===== config.mk =====
export PLATFORM = sky130hd
export DESIGN_NAME = ascending_priority_queue
export DESIGN_NICKNAME = d
export VERILOG_FILES = /design/src/design/apq_pkg.sv /design/src/design/apq_ram.sv /design/src/design/apq_seq.sv /design/src/design/ascending_priority_queue.sv
export SDC_FILE = /design/constraint.sdc
export NUM_CORES = 1
export LEC_CHECK = 0
export ABC_CLOCK_PERIOD_IN_PS = 6500
export BUFFER_PORTS_ARGS = -buffer_cell sky130_fd_sc_hd__buf_2
export CAP_MARGIN = 20
export CORE_ASPECT_RATIO = 2
export CORE_MARGIN = 5
export CORE_UTILIZATION = 45
export CTS_CLUSTER_SIZE = 14
export DETAILED_ROUTE_END_ITERATION = 8
export SYNTH_ARGS = -nofsm -noshare
export SYNTH_HDL_FRONTEND = slang
export SYNTH_SLANG_ARGS = --single-unit

===== constraint.sdc =====
create_clock -name clk -period 6.5 [get_ports clk]
set_clock_uncertainty 0.1 [all_clocks]
set_input_delay 0.65 -clock clk [delete_from_list [all_inputs] [get_ports clk]]
set_output_delay 0.65 -clock clk [all_outputs]
set_load 0.01 [all_outputs]

===== src/design/apq_pkg.sv =====
`default_nettype none
package apq_pkg;

	// request codes
	localparam logic REQ_INSERT = 1'b0;
	localparam logic REQ_REMOVE = 1'b1;

	// result status codes
	localparam logic [1:0] STAT_OK        = 2'd0;
	localparam logic [1:0] STAT_OVERFLOW  = 2'd1;
	localparam logic [1:0] STAT_UNDERFLOW = 2'd2;

	// value returned by a remove on an empty queue
	localparam logic [31:0] VAL_UNDERFLOW = 32'hFFFF_FFFF;

	// sequencer states
	typedef enum logic [2:0] {
		ST_IDLE,
		ST_INS_SHIFT,
		ST_INS_PUT,
		ST_REM_READ,
		ST_RESULT
	} apq_state_t;

	// finished result handed from the sequencer to the output register
	typedef struct packed {
		logic        valid;
		logic [31:0] value;
		logic [1:0]  status;
		logic        empty;
		logic        full;
	} apq_res_t;

endpackage
`default_nettype wire


===== src/design/apq_ram.sv =====
`default_nettype none
module apq_ram #(
	parameter int WIDTH = 32,
	parameter int DEPTH = 8
) (
	input  wire                      clk,
	input  wire                      we,
	input  wire  [$clog2(DEPTH)-1:0] waddr,
	input  wire  [WIDTH-1:0]         wdata,
	input  wire  [$clog2(DEPTH)-1:0] raddr,
	output logic [WIDTH-1:0]         rdata
);

	logic [WIDTH-1:0] mem_q [DEPTH];

	// one write port, one registered read port
	always_ff @(posedge clk) begin
		if (we) begin
			mem_q[waddr] <= wdata;
		end
		rdata <= mem_q[raddr];
	end

endmodule
`default_nettype wire


===== src/design/apq_seq.sv =====
`default_nettype none
module apq_seq #(
	parameter int DEPTH = 8
) (
	input  wire              clk,
	input  wire              arst_n,
	input  wire              in_valid,
	output logic             in_stall,
	input  wire              req_type,
	input  wire  [31:0]      value_in,
	input  wire              res_free,
	output apq_pkg::apq_res_t res
);
	import apq_pkg::*;

	localparam int AW = $clog2(DEPTH);
	localparam logic [AW-1:0] LAST = AW'(DEPTH - 1);

	apq_state_t     state_q, state_d;
	logic [AW-1:0]  head_q, head_d;
	logic [AW-1:0]  tail_q, tail_d;
	logic [AW-1:0]  k_q, k_d;
	logic [31:0]    x_q, x_d;
	logic [31:0]    val_q, val_d;
	logic [1:0]     stat_q, stat_d;

	logic           we;
	logic [AW-1:0]  waddr, raddr;
	logic [31:0]    wdata, rdata;

	// circular index step up and down
	function automatic logic [AW-1:0] nxt(input logic [AW-1:0] i);
		return (i == LAST) ? '0 : i + 1'b1;
	endfunction

	function automatic logic [AW-1:0] prv(input logic [AW-1:0] i);
		return (i == '0) ? LAST : i - 1'b1;
	endfunction

	apq_ram #(
		.WIDTH(32),
		.DEPTH(DEPTH)
	) u_ram (
		.clk   (clk),
		.we    (we),
		.waddr (waddr),
		.wdata (wdata),
		.raddr (raddr),
		.rdata (rdata)
	);

	// state and index registers
	always_ff @(posedge clk or negedge arst_n) begin
		if (!arst_n) begin
			state_q <= ST_IDLE;
			head_q  <= '0;
			tail_q  <= '0;
		end else begin
			state_q <= state_d;
			head_q  <= head_d;
			tail_q  <= tail_d;
		end
	end

	// working payload
	always_ff @(posedge clk) begin
		k_q    <= k_d;
		x_q    <= x_d;
		val_q  <= val_d;
		stat_q <= stat_d;
	end

	// sequencer: insert walks down from the new tail, moving larger entries
	// up one slot with one compare per cycle, and drops the item in the gap
	always_comb begin
		logic [AW-1:0] new_tail;
		logic [AW-1:0] k_dn;

		new_tail = nxt(tail_q);
		k_dn     = prv(k_q);

		state_d  = state_q;
		head_d   = head_q;
		tail_d   = tail_q;
		k_d      = k_q;
		x_d      = x_q;
		val_d    = val_q;
		stat_d   = stat_q;
		we       = 1'b0;
		waddr    = k_q;
		wdata    = x_q;
		raddr    = k_dn;
		in_stall = 1'b1;

		res.valid  = 1'b0;
		res.value  = val_q;
		res.status = stat_q;
		res.empty  = (head_q == tail_q);
		res.full   = (head_q == new_tail);

		case (state_q)
			ST_IDLE: begin
				in_stall = 1'b0;
				if (in_valid) begin
					x_d = value_in;
					if (req_type == REQ_INSERT) begin
						val_d = '0;
						if (head_q == new_tail) begin
							stat_d  = STAT_OVERFLOW;
							state_d = ST_RESULT;
						end else begin
							stat_d = STAT_OK;
							tail_d = new_tail;
							k_d    = new_tail;
							if (new_tail == nxt(head_q)) begin
								// queue was empty: store straight away
								we      = 1'b1;
								waddr   = new_tail;
								wdata   = value_in;
								state_d = ST_RESULT;
							end else begin
								raddr   = prv(new_tail);
								state_d = ST_INS_SHIFT;
							end
						end
					end else begin
						if (head_q == tail_q) begin
							val_d   = VAL_UNDERFLOW;
							stat_d  = STAT_UNDERFLOW;
							state_d = ST_RESULT;
						end else begin
							stat_d  = STAT_OK;
							head_d  = nxt(head_q);
							raddr   = nxt(head_q);
							state_d = ST_REM_READ;
						end
					end
				end
			end

			ST_INS_SHIFT: begin
				we = 1'b1;
				if ($signed(rdata) > $signed(x_q)) begin
					// entry below is larger: move it up, read the next one
					wdata = rdata;
					k_d   = k_dn;
					raddr = prv(k_dn);
					if (k_dn == nxt(head_q)) begin
						state_d = ST_INS_PUT;
					end
				end else begin
					state_d = ST_RESULT;
				end
			end

			ST_INS_PUT: begin
				we      = 1'b1;
				state_d = ST_RESULT;
			end

			ST_REM_READ: begin
				val_d   = rdata;
				state_d = ST_RESULT;
			end

			ST_RESULT: begin
				res.valid = 1'b1;
				if (res_free) begin
					state_d = ST_IDLE;
				end
			end

			default: begin
				state_d = ST_IDLE;
			end
		endcase
	end

endmodule
`default_nettype wire


===== src/design/ascending_priority_queue.sv =====
`default_nettype none
// Sorted priority queue of signed 32-bit values held ascending in a circular
// RAM of DEPTH slots (DEPTH-1 usable). One request is worked at a time; in_stall
// is high from acceptance until its result has moved into the output register,
// and the next request can be taken on the edge after that. A remove passes
// through ST_REM_READ to ST_RESULT before out_valid rises. An insert moves each
// stored entry larger than the new value up one slot, then puts the new value
// in the gap. The single comparator and the RAM's one read and one write port
// move one entry a cycle. Overflow, underflow and an insert into an empty queue
// go from ST_IDLE straight to ST_RESULT. Equal values leave in arrival order.
// The next request is taken while a result waits at the output.
module ascending_priority_queue #(
	parameter int DEPTH = 8
) (
	input  wire         clk,
	input  wire         arst_n,
	input  wire         in_valid,
	output logic        in_stall,
	input  wire         req_type,
	input  wire  [31:0] value_in,
	output logic        out_valid,
	input  wire         out_stall,
	output logic [31:0] value_out,
	output logic [1:0]  status,
	output logic        is_empty_now,
	output logic        is_full_now
);
	import apq_pkg::*;

	apq_res_t res;
	logic     res_free;

	apq_seq #(
		.DEPTH(DEPTH)
	) u_seq (
		.clk      (clk),
		.arst_n   (arst_n),
		.in_valid (in_valid),
		.in_stall (in_stall),
		.req_type (req_type),
		.value_in (value_in),
		.res_free (res_free),
		.res      (res)
	);

	// output register frees when empty or being taken this cycle
	assign res_free = !out_valid || !out_stall;

	always_ff @(posedge clk or negedge arst_n) begin
		if (!arst_n) begin
			out_valid <= 1'b0;
		end else if (res_free) begin
			out_valid <= res.valid;
		end
	end

	always_ff @(posedge clk) begin
		if (res.valid && res_free) begin
			value_out    <= res.value;
			status       <= res.status;
			is_empty_now <= res.empty;
			is_full_now  <= res.full;
		end
	end

endmodule
`default_nettype wire

Yosys cells after proc, flatten, opt, wreduce, memory -nomap -nowiden
Memory sizes are Yosys's and may differ from the RTL's. A register that Yosys moved wholly into a read port is not among the register bits.
Cells that the tools add are included.
{"block": "totals", "register_bits": 115, "ramBits": 256, "in_bits": 37, "output_inout_bits": 38, "wordCells": 110, "memories": 1}
{"block": "classes", "addsub": 5, "order_cmp": 1, "eq_ne": 17, "muxes": 53, "bitwise": 3, "n_reduce_logical": 18}
{"name": "u_seq.u_ram.mem_q", "words": 8, "width": 32, "read_ports": 1, "rd_ports_with_merged_regs": 1, "wr": 1, "line_no": "apq_ram.sv:14", "rtl": "logic [WIDTH-1:0] mem_q [DEPTH];"}
{"cell": "2-to-1 mux 32 bit", "count": 8}
{"cell": "one-hot mux 32 bit (2 select lines)", "count": 2}
{"cell": "2-to-1 mux 3 bit", "count": 28}
{"cell": "greater-than comparator 32 bit", "count": 1}
{"cell": "equality test 3 bit", "count": 4}
{"cell": "logical NOT 3 bit", "count": 4}
{"cell": "one-hot mux 3 bit (2 select lines)", "count": 2}
{"cell": "one-hot mux 3 bit (4 select lines)", "count": 1}
{"cell": "equality test 3 bit (second input constant)", "count": 3}
{"cell": "2-to-1 mux 1 bit", "count": 9}
{"cell": "subtractor 3 x 1 -> 3 bit (second input constant)", "count": 3}
{"cell": "!= test 2 bit (second input constant)", "count": 4}
{"cell": "AND reduction 4 bit", "count": 2}
{"cell": "adder 3 x 1 -> 3 bit (second input constant)", "count": 2}
{"cell": "equality test 3 x 2 -> 1 bit (second input constant)", "count": 2}
{"cell": "!= test 3 bit (second input constant)", "count": 2}
{"cell": "AND reduction 3 bit", "count": 2}
{"cell": "AND reduction 5 bit", "count": 1}
{"cell": "2-to-1 mux 2 bit", "count": 2}
{"cell": "nonzero test 2 bit", "count": 2}
{"cell": "OR reduction 2 bit", "count": 2}
{"cell": "equality test 3 x 1 -> 1 bit (second input constant)", "count": 1}
{"cell": "inverter 1 bit", "count": 3}
{"cell": "logical NOT 1 bit", "count": 2}
{"cell": "other kinds (5)", "count": 5}

Longest topological paths before layout
{"block": "depth", "ltp_word": 10, "ltp_mapped": 15, "depth_no_buf": 11}

Modules after synthesis
A second synthesis with hierarchy kept.
{"block": "unflattened", "hier_cells": 1041, "hier_area_um2": 17227.8}
{"mod": "apq_ram", "instances": 1, "cells_each": 415, "area_per_inst_um2": 10466.3, "seq_area_each_um2": 8328.0}
{"mod": "apq_seq", "instances": 1, "cells_each": 586, "area_per_inst_um2": 5632.9, "seq_area_each_um2": 2297.2}
{"mod": "ascending_priority_queue", "instances": 1, "cells_each": 40, "area_per_inst_um2": 1128.6, "seq_area_each_um2": 1106.1}

Worst setup path after synthesis
No wires, ideal clock.
{"block": "synth_timing", "path_kind": "register to register", "from": "register u_seq.tail_q[0]", "to": "memory u_seq.u_ram.mem_q[2][0], enable pin", "setup_time_ns": 0.468, "t_arrival_ns": 4.999, "required_time_ns": 5.932, "path_slack_ns": 0.933, "path_stages_with_launch": 12, "path_buffers": 2, "synth_period_minus_slack_ns": 5.567, "cell_sequence": "dfrtp_1 > ha_1 > ha_1 > or2_0 > buf_2 > xnor2_1 > nor3_1 > or3_1 > clkbuf_1 > nor2_1 > mux2i_1 > nor3b_1"}
{"item": "from (decl)", "line_no": "apq_seq.sv:21", "rtl": "logic [AW-1:0] tail_q, tail_d;"}
{"item": "from (signal assigned)", "line_no": "apq_seq.sv:61", "rtl": "tail_q <= tail_d;"}
{"item": "to (decl)", "line_no": "apq_ram.sv:14"}

Worst setup path in the final report
{"block": "layout_timing", "from": "register u_seq.x_q[15]", "to": "register u_seq.u_ram.rdata[1] (read register of u_seq.u_ram.mem_q)"}
{"block": "layout_via", "elab_chain_len": 3}
{"item": "from (decl)", "line_no": "apq_seq.sv:23", "rtl": "logic [31:0] x_q, x_d;"}
{"item": "from (signal assigned)", "line_no": "apq_seq.sv:68", "rtl": "x_q <= x_d;"}
{"item": "greater-than comparator 32 bit", "line_no": "apq_seq.sv:143", "rtl": "if ($signed(rdata) > $signed(x_q)) begin"}
{"item": "2-to-1 mux 3 bit", "line_no": "apq_seq.sv:143"}
{"item": "one-hot mux 3 bit (2 select lines)", "line_no": "apq_seq.sv:101", "rtl": "case (state_q)"}
{"item": "to (decl)", "line_no": "apq_ram.sv:11", "rtl": "output logic [WIDTH-1:0] rdata"}
No other way between the ends.
A chain may end at the register's enable or synchronous reset.

==> flow_metrics.tcl <==
set metrics [dict create \
    outcome "completed" \
    regToRegSetupSlack_ps 1250 \
    required_ps 6810 \
    reg2reg_to "u_seq.u_ram.rdata[1]$_DFF_P_" \
    synth-edff-count 361 \
    min-delay-path-class "in2reg" \
    syn_inst 1304 \
    p_clk_share_pct 19.1 \
    drt_wl_total_mm 47.6 \
    fillers 3347 \
    cts_inserted_buffers 37 \
    path_class "reg2reg" \
    combPwrFrac_pct 46.3 \
    synth_cell_types 68 \
    drive_above_1_share_pct 14.3 \
    place_ws_ps 1310 \
    arrival_ps 5560 \
    synth_area_per_cell_sq_um 13.8 \
    layout.cells.non_filler 1885 \
    yosysTopAreaCellShare_pct 60.3 \
    reg2regPathDepth 12 \
    clock_sinks 403 \
    pin_count 75 \
    clk_pin_slew_ps 60 \
    power_leakage_nw 7.19 \
    cts_root_buf "clkbuf_16" \
    grt_pass1_vias 11800 \
    multi_input_area_sq_mm 0.00556 \
    dp.cells 1816 \
    power_frac_seq_pct 34.6 \
    io_buffers 74 \
    maxCapViolCount 0 \
    synth.ff_latch_count 403 \
    power.density_mw_per_mm2 571 \
    die_area_sq_mm 0.0443 \
    fmax_mhz 191 \
    synth.area.top_cells "edfxtp_1, a21boi_0, dfxtp_1" \
    setup_tns_ps 0 \
    die_y_um 293 \
    antenna_left 0 \
    layout_min_cycle_time_ps 5250 \
    ir_worst_vdd_mv 0.419 \
    track_usage_pct 21.3 \
    first_iter_violations 999 \
    final_max_slew_viol_count 0 \
    areaGrowthSynthToFinish_pct 11.4 \
    cts_setup_buffers 0 \
    fin_ws_ps 1250 \
    cp-start-kind "flip-flop" \
    grt_max_degree 122 \
    drc_errors 0 \
    power.internal_mw 6.73 \
    synth_nets 1382 \
    yosys_most_used_dff "edfxtp_1" \
    antenna_cells 0 \
    relSlewSlack_pct 23.6 \
    fp-row-count 103 \
    rsz0062_at_grt "false" \
    cts_buffer_depth 3 \
    period_share_pct 80.7 \
    dieWidth_um 151 \
    end_kind "flip-flop" \
    gp_congestion 0.832 \
    core_area_sq_mm 0.0396 \
    dr.pass1.iters 6 \
    netlist_area_sq_mm 0.0180 \
    vias 11500 \
    synth_top_area_cell "edfxtp_1" \
    yosysWarningCount 0 \
    ff_latch_area_sq_mm 0.0117 \
    worstReg2RegStart "u_seq.x_q[15]$_DFFE_PP_" \
    routedWlPerCell_um 25.3 \
    switchingPower_mw 4.70 \
    dp_hpwl_mm 28.4 \
    initial_core_util_pct 45.5 \
    final_nets 1409 \
    grt_first_pass_wirelength_mm 71.5 \
    setup_viol 0 \
    cts_tree "yes" \
    crit_fanout 121 \
    hold_slack_ps 201 \
    hold_violations 0 \
    synth_seq_area_share_pct 65.2 \
    clk_latency_ps 540 \
    synthArstFlopShare_pct 2.48 \
    worst_slew_pin_slew_ps 1150 \
    grt_overflow 0 \
    startpoint "u_seq.x_q[15]$_DFFE_PP_" \
    cp-endpoint "u_seq.u_ram.rdata[1]$_DFF_P_" \
    viasPerCell 6.12 \
    grt_antenna_before_repair 0 \
    switching_share_pct 41.1 \
    cts_max_level 2 \
]
power groups by stage:
stage,Sequential (mW),Combinational [mW],Clock [mW]
final,3.95,5.29,2.19
after global routing,4.00,5.74,2.32
after CTS,3.95,5.29,2.23
after global placement,3.99,5.19,0
after detailed placement,4.00,5.28,0
after floorplan,3.93,3.72,0
state kept, by name (all words and copies together), names as in the netlist, 2 cells and up:
name / cells
status: 2
u_seq.head_q: 3
u_seq.k_q: 3
u_seq.stat_q: 2
u_seq.state_q: 3
u_seq.tail_q: 3
u_seq.u_ram.mem_q: 256
u_seq.u_ram.rdata: 32
u_seq.val_q: 32
u_seq.x_q: 32
value_out: 32
synthesized netlist by cell type (4+ instances only):
library cell,n
mux2i_1,33
o22ai_1,65
nor2b_1,7
buf_6,7
and3_1,65
inv_1,72
xnor2_1,6
xor2_2,4
edfxtp_1,361
mux2_2,4
a21oi_1,21
a21boi_0,123
nand2_1,28
a222oi_1,32
nor2_1,24
dfrtp_1,10
a21o_1,36
xor2_1,4
ha_1,41
o21ai_0,16
nor4_1,5
buf_2,18
o31ai_1,63
o32ai_1,62
clkbuf_1,77
dfxtp_1,32
nor3_1,8
buf_4,10
nand3_1,9
nand4_1,4
nand2b_1,4
and4_1,4
placed cells by master (no fill, tap or decap), drive strengths merged, types with 5 or more instances in the layout:
cell | Yosys | layout
o32ai | 62 | 62
a222oi | 32 | 32
a21o | 36 | 36
nor3 | 8 | 8
nor2 | 24 | 24
nand3 | 9 | 9
clkinv | 0 | 5
nand2 | 28 | 28
and3 | 66 | 66
inv | 72 | 73
clkbuf | 79 | 60
a21oi | 23 | 23
edfxtp | 361 | 361
nor4 | 6 | 6
o22ai | 65 | 65
mux2i | 33 | 33
dfrtp | 10 | 10
ha | 41 | 41
o31ai | 63 | 63
o21ai | 17 | 17
a21boi | 125 | 125
and4 | 5 | 5
buf | 38 | 104
dfxtp | 32 | 32
nor2b | 7 | 7
xnor2 | 6 | 6
xor2 | 8 | 8
worst max-delay path: stages (launching register included):
cell and delay [ps]:
edfxtp_1 350, inv_1 50, ha_1 310, nand4_1 280, nor4_2 470, o21ai_1 150, a311oi_2 650, o211a_2 620
or3_4 910, buf_4 470, a21boi_0 150, o32ai_1 340, mux2i_1 130
worst min-delay path by stage:
stage	start	end	slack, ps	depth (start not counted)
after detailed placement	u_seq.val_q[30]$_DFFE_PP_	value_out[30]$_DFFE_PP_	300	0
after global placement	u_seq.val_q[23]$_DFFE_PP_	value_out[23]$_DFFE_PP_	300	0
after CTS	value_in[8]	u_seq.x_q[8]$_DFFE_PP_	180	1
final	value_in[8]	u_seq.x_q[8]$_DFFE_PP_	200	1
after floorplan	arst_n	out_valid$_DFFE_PN0P_	250	0
after global routing	value_in[8]	u_seq.x_q[8]$_DFFE_PP_	190	1
cell type report:
| type | count | area share [%] |
|---|---|---|
| sequential | 403 | 58.6 |
| clock buffer | 60 | 5.52 |
| timing repair buffer | 105 | 3.09 |
| multi-input combinational | 712 | 27.7 |
| inverter | 72 | 1.35 |
| clock inverter | 8 | 0.444 |
| tap | 525 | 3.28 |
repair_timing:
| item | CTS | global route |
|---|---|---|
| gates resized for setup | 0 | 0 |
| hold endpoints to repair | 10 | 0 |
| hold buffers | 1 | 0 |
layer usage:
layer	global-route usage [%]	part of all wire (%)
met1	25.3	38
met2	38.5	53
met3	2.59	5.2
met4	8.59	3.6
met5	0	0
cell families (layout without fill, tap and decap cells):
logic type / count (synthesis) / in the layout / share of synthesized area (%)
AOI/OAI and AO/OA: 447 / 447 / 19.0
buffers and inverters: 189 / 245 / 4.59
muxes: 37 / 37 / 2.09
and+or+nand+nor: 173 / 173 / 5.36
adders and majority gates: 41 / 41 / 2.85
xor gates and xnor gates: 14 / 14 / 0.849
DFF: 403 / 403 / 65.2
stage by stage:
stage / utilization [%] / instance area (sq um) / total power, mW
floorplan: - / 18000 / 7.65
global placement: 47.6 / 18800 / 9.18
detailed placement: 47.6 / 18800 / 9.29
CTS: 50.6 / 20000 / 11.5
global route: 50.6 / 20000 / 12.1
finish: 50.6 / 20000 / 11.4
Note: power is estimated with default switching activity, not from simulation.
